`config.mk`:
```
export PLATFORM = sky130hd
export DESIGN_NAME = srev_regs
export DESIGN_NICKNAME = d
export VERILOG_FILES = /design/src/sv/srev_pkg.sv /design/src/sv/srev_regs.sv
export SDC_FILE = /design/constraint.sdc
export NUM_CORES = 1
export LEC_CHECK = 0
export BUFFER_PORTS_ARGS = -buffer_cell sky130_fd_sc_hd__buf_2
export CAP_MARGIN = 20
export CORE_MARGIN = 1.5
export CORE_UTILIZATION = 45
export DETAILED_ROUTE_END_ITERATION = 6
export MAX_ROUTING_LAYER = met4
export PLACE_DENSITY = 0.76
export RECOVER_POWER = 100
export SLEW_MARGIN = 20
export SYNTH_ARGS = -nofsm -noshare
export SYNTH_HDL_FRONTEND = slang
export SYNTH_SLANG_ARGS = --single-unit
```
`constraint.sdc`:
```
create_clock -name clk -period 2.45 [get_ports clk]
set_input_delay 0 -clock clk [delete_from_list [all_inputs] [get_ports clk]]
set_output_delay 0 -clock clk [all_outputs]
set_load 0.005 [all_outputs]
```
`src/sv/srev_pkg.sv`:
```
package srev_pkg;

    localparam int SAMPLE_RATE_HZ_DEF = 48000;
    localparam int MAX_PREDELAY_DEF   = 9600;

    localparam int SAMPLE_W = 16;
    localparam int GAIN_W   = 16;
    localparam int PD_W     = 14;
    localparam int ADDR_W   = 6;
    localparam int DATA_W   = 64;

    localparam logic [2:0] REG_GAINS_LOW  = 3'd0;
    localparam logic [2:0] REG_GAINS_HIGH = 3'd1;
    localparam logic [2:0] REG_DAMPING    = 3'd2;
    localparam logic [2:0] REG_WET        = 3'd3;
    localparam logic [2:0] REG_PREDELAY   = 3'd4;

    localparam logic [15:0] DAMPING_RST = 16'd32768;
    localparam logic [15:0] WET_RST     = 16'd19661;
    localparam logic [13:0] PREDELAY_RST = 14'd960;

    function automatic int dlen(input int rate, input int ms);
        return (rate * ms) / 1000;
    endfunction

    function automatic logic signed [15:0] sat16(input logic signed [39:0] v);
        if (v > 40'sd32767)
            return 16'sh7fff;
        else if (v < -40'sd32768)
            return 16'sh8000;
        else
            return v[15:0];
    endfunction

    typedef enum logic [3:0] {
        ST_IDLE,
        ST_CLEAR,
        ST_PD_RD,
        ST_PD_WAIT,
        ST_AP_RD,
        ST_AP_WAIT,
        ST_AP_CALC,
        ST_CB_RD,
        ST_CB_WAIT,
        ST_CB_MUL1,
        ST_CB_MUL2,
        ST_CB_WR,
        ST_MIX1,
        ST_MIX2,
        ST_MIX3,
        ST_OUT
    } state_t;

endpackage

```
`src/sv/srev_regs.sv`:
```
module srev_regs (
    input  logic                          clk,
    input  logic                          rst_n,
    input  logic                          psel,
    input  logic                          penable,
    input  logic                          pwrite,
    input  logic [srev_pkg::ADDR_W-1:0]   paddr,
    input  logic [srev_pkg::DATA_W-1:0]   pwdata,
    output logic [srev_pkg::DATA_W-1:0]   prdata,
    output logic                          pready,
    output logic [63:0]                   gains_low,
    output logic [63:0]                   gains_high,
    output logic [15:0]                   damping,
    output logic [15:0]                   wet,
    output logic [13:0]                   predelay
);
    import srev_pkg::*;

    logic [63:0] gl_reg, gh_reg;
    logic [15:0] damp_reg, wet_reg;
    logic [13:0] pd_reg;
    logic        wr;
    logic [2:0]  idx;

    assign pready = 1'b1;
    assign wr     = psel && penable && pwrite;
    assign idx    = paddr[5:3];

    always_ff @(posedge clk or negedge rst_n)
    begin
        if (!rst_n)
        begin
            gl_reg   <= '0;
            gh_reg   <= '0;
            damp_reg <= DAMPING_RST;
            wet_reg  <= WET_RST;
            pd_reg   <= PREDELAY_RST;
        end
        else if (wr && paddr[2:0] == 3'd0)
        begin
            unique case (idx)
                REG_GAINS_LOW:  gl_reg <= pwdata;
                REG_GAINS_HIGH: gh_reg <= pwdata;
                REG_DAMPING:    damp_reg <= pwdata[15:0];
                REG_WET:        wet_reg <= pwdata[15:0];
                REG_PREDELAY:   pd_reg <= pwdata[13:0];
                default: ;
            endcase
        end
    end

    always_comb
    begin
        unique case (idx)
            REG_GAINS_LOW:  prdata = gl_reg;
            REG_GAINS_HIGH: prdata = gh_reg;
            REG_DAMPING:    prdata = {48'd0, damp_reg};
            REG_WET:        prdata = {48'd0, wet_reg};
            REG_PREDELAY:   prdata = {50'd0, pd_reg};
            default:        prdata = '0;
        endcase
    end

    assign gains_low  = gl_reg;
    assign gains_high = gh_reg;
    assign damping    = damp_reg;
    assign wet        = wet_reg;
    assign predelay   = pd_reg;
endmodule

```
==> metrics.log <==
[metrics] run status: finished, final reports clean
[metrics] synth warn: 0
[metrics] highest-count cells in the layout ignoring fill and taps: 208 x buf_2, 161 x dfrtp_1, 146 x mux2_1, 98 x clkbuf_1, 67 x dlygate4sd3_1
[metrics] horizontal die dimension: 133 µm
[metrics] flop and latch count out of synthesis: 174
[metrics] nature of the critical path startpoint: primary input
[metrics] sequential-to-total area share from yosys stat: 0.575
[metrics] maximum clock frequency: 511 MHz
[metrics] largest net degree at the start of global routing: 78
[metrics] cell with the largest stage delay on the worst path: clkbuf_2
[metrics] Syn Area/Cell: 14.9 µm²
[metrics] Data arrival, critical path: 1960 ps
[metrics] IO buf count: 312
[metrics] net switching power figure: 1.61 mW
[metrics] number of I/O pins: 314
[metrics] cell area reported after detailed placement: 0.00937 mm²
[metrics] power share of the sequential group: 0.484
[metrics] DRC marker count from the first detailed-route iteration: 230
[metrics] net count of the finished layout: 956
[metrics] TritonCTS buffer count: 17
[metrics] die extent in y: 133 µm
[metrics] area enclosed by the die boundary: 0.0177 mm²
[metrics] routed vias: 6057
[metrics] most common library cell in the layout ignoring fill and taps: buf_2
[metrics] clock transition time at the flip-flop clock pins of the worst setup and hold paths: 70 ps
[metrics] number of nets with antenna violations after routing: 0
[metrics] Post-Syn Area: 0.00760 mm²
[metrics] areal power density over the cells: 620 mW/mm²
[metrics] Placer Congestion: 0.845
[metrics] static power due to leakage: 5.58 nW
[metrics] cell family contributing the most delay on the critical path: buffers and inverters
[metrics] Net Count, Synth: 586
[metrics] Setup violations, final: 0
[metrics] register cell area after layout: 0.00437 mm²
[metrics] # fillers: 1314
[metrics] core area: 0.0165 mm²
[metrics] peak supply drop: 0.442 mV
[metrics] Internal: 4.87 mW
[metrics] unrepaired setup endpoints after global routing: false
[metrics] wirelength, routed: 21.2 mm
[metrics] worst clock skew: 0 ps
[metrics] slowest cell delay on critical path: 840 ps
[metrics] number of DRC violations after detailed routing: 0
[metrics] kind of critical path: in -> out
[metrics] total area of multi-input combinational cells: 0.00300 mm²
[metrics] drt pass-1 iters: 4
[metrics] Max-cap violations: 0
[metrics] grt total ovfl: 0
[metrics] Total Routing Usage GR: 0.247
[metrics] share of power burned in combinational logic: 0.097
[metrics] final cell area excluding filler cells: 0.0105 mm²
[metrics] post-detailed-placement half-perimeter wirelength: 14.3 mm
[metrics] fin crit share: 0.799
[metrics] initial antenna violation count: 0
[metrics] min cycle time layout: 1960 ps
[metrics] critical path capture point type: output pin
[metrics] depth of the CTS H-tree: 4
[metrics] worst path required time: 2450 ps
[metrics] wire length of the first global-routing pass: 33.0 mm
[metrics] tightest slew margin relative to the limit: 0.211
[metrics] count of pins over their slew limit: 0
[metrics] switching portion of total power: 0.248
[metrics] share of layout cells above drive strength 1: 0.340
[metrics] clock root buffer: clkbuf_16
[metrics] worst min path class: in -> reg
[metrics] Worst-Margin Slew: 1180 ps
[metrics] starting utilization of the core area: 0.460
[metrics] via/cell ratio: 5.44
[metrics] number of different library cells in the post-synthesis netlist: 26
[metrics] share of power burned in the clock network: 0.419
[metrics] register-to-register path setup slack: 1590 ps
[metrics] drt wl/cell: 19.0 µm
[metrics] instance count of the mapped netlist: 511
[metrics] clock latency at the later pin of the worst-skew pair: 420 ps
[metrics] vias in the first global route: 6042
[metrics] setup TNS: 0 ps
[metrics] number of antenna repair diodes: 0
[metrics] Max Buffers Root-to-Sink: 2
[metrics] total buffers and inverters traversed by the critical path: 3
[metrics] critical-path cell list: buf_2, nor3b_1, clkbuf_2, a22o_1, clkbuf_1
[metrics] hold violation total from the final report: 0
[metrics] Core Rows: 47
[metrics] highest fanout seen on the critical path: 48
[metrics] TritonCTS Sinks: 174
[metrics] synth-to-layout area growth: 37.5%
[metrics] TritonCTS clock tree: yes
final timing paths:
check,from,to,cells past startpoint
min in group asynchronous,rst_n,gains_low[11],3
setup reg to reg,gains_high[17],gains_high[17],1
hold reg to reg,gains_low[19],gains_low[19],1
max in group asynchronous,rst_n,damping[10],4
setup / recovery,paddr[3],prdata[26],5
hold / removal,pwdata[17],gains_low[17],3
cell usage after synthesis (all sizes together):
cell type,count,area (µm²)
o21ai,1,5.00
nor2b,4,25.0
nand4,3,31.3
mux2,187,2110
conb,1,3.75
and4b,1,10.0
nand3,1,5.00
nor3,1,10.0
dfstp,13,342
and2b,1,7.51
and3,2,12.5
buf,31,188
o22ai,13,81.3
nor2,3,13.8
a22o,48,420
a22oi,26,195
clkbuf,9,33.8
inv,1,3.75
mux4,3,67.6
nor3b,1,12.5
dfrtp,161,4030
cell type report:
cell class / count / area share
Sequential cell: 174 / 0.418
Multi-Input combinational cell: 296 / 0.287
Timing Repair Buffer: 391 / 0.212
Clock buffer: 19 / 0.0414
Tap cell: 220 / 0.0263
Clock inverter: 13 / 0.0148
Inverter: 1 / 0.000359
kinds of logic after synthesis:
family	Yosys count	share of synthesized area
mux	190	0.286
flops	174	0.575
compound gates	88	0.0923
buf+inv	41	0.0296
simple gates	17	0.0168
other cells	1	0.000493
metal layers:
metal | GRT usage | up-vias | wire length, µm
li1 | - | 2656 | -
met1 | 0.308 | 3078 | 9080
met2 | 0.407 | 279 | 10300
met3 | 0.0402 | 44 | 1280
met4 | 0.0910 | 0 | 551
met5 | - | - | 0
repair_timing:
| action | 4_1_cts | 5_1_grt |
|---|---|---|
| buffers inserted | 0 | 0 |
| resized for setup | 0 | 0 |
| hold endpoints to repair | 339 | 0 |
| hold buffers | 67 | 0 |
power groups by stage:
| stage | Clock [mW] | Combinational (mW) | Sequential, mW |
|---|---|---|---|
| after floorplan | 0 | 0.202 | 3.17 |
| after global placement | 0 | 0.554 | 3.18 |
| after detailed placement | 0 | 0.568 | 3.19 |
| after CTS | 2.77 | 0.655 | 3.13 |
| after global routing | 2.87 | 0.690 | 3.15 |
| final | 2.71 | 0.632 | 3.14 |
metrics by stage:
step	worst slack, ps	power (mW)	util	cells	hold WS, ps
after floorplan	1140	3.37	-	511	-296
after global placement	643	3.74	0.567	1015	-130
after detailed placement	639	3.75	0.567	1015	-131
after CTS	852	6.56	0.643	1114	304
after global routing	430	6.71	0.632	1114	336
final	493	6.48	0.632	1114	332
(Power assumes the default switching activity.)
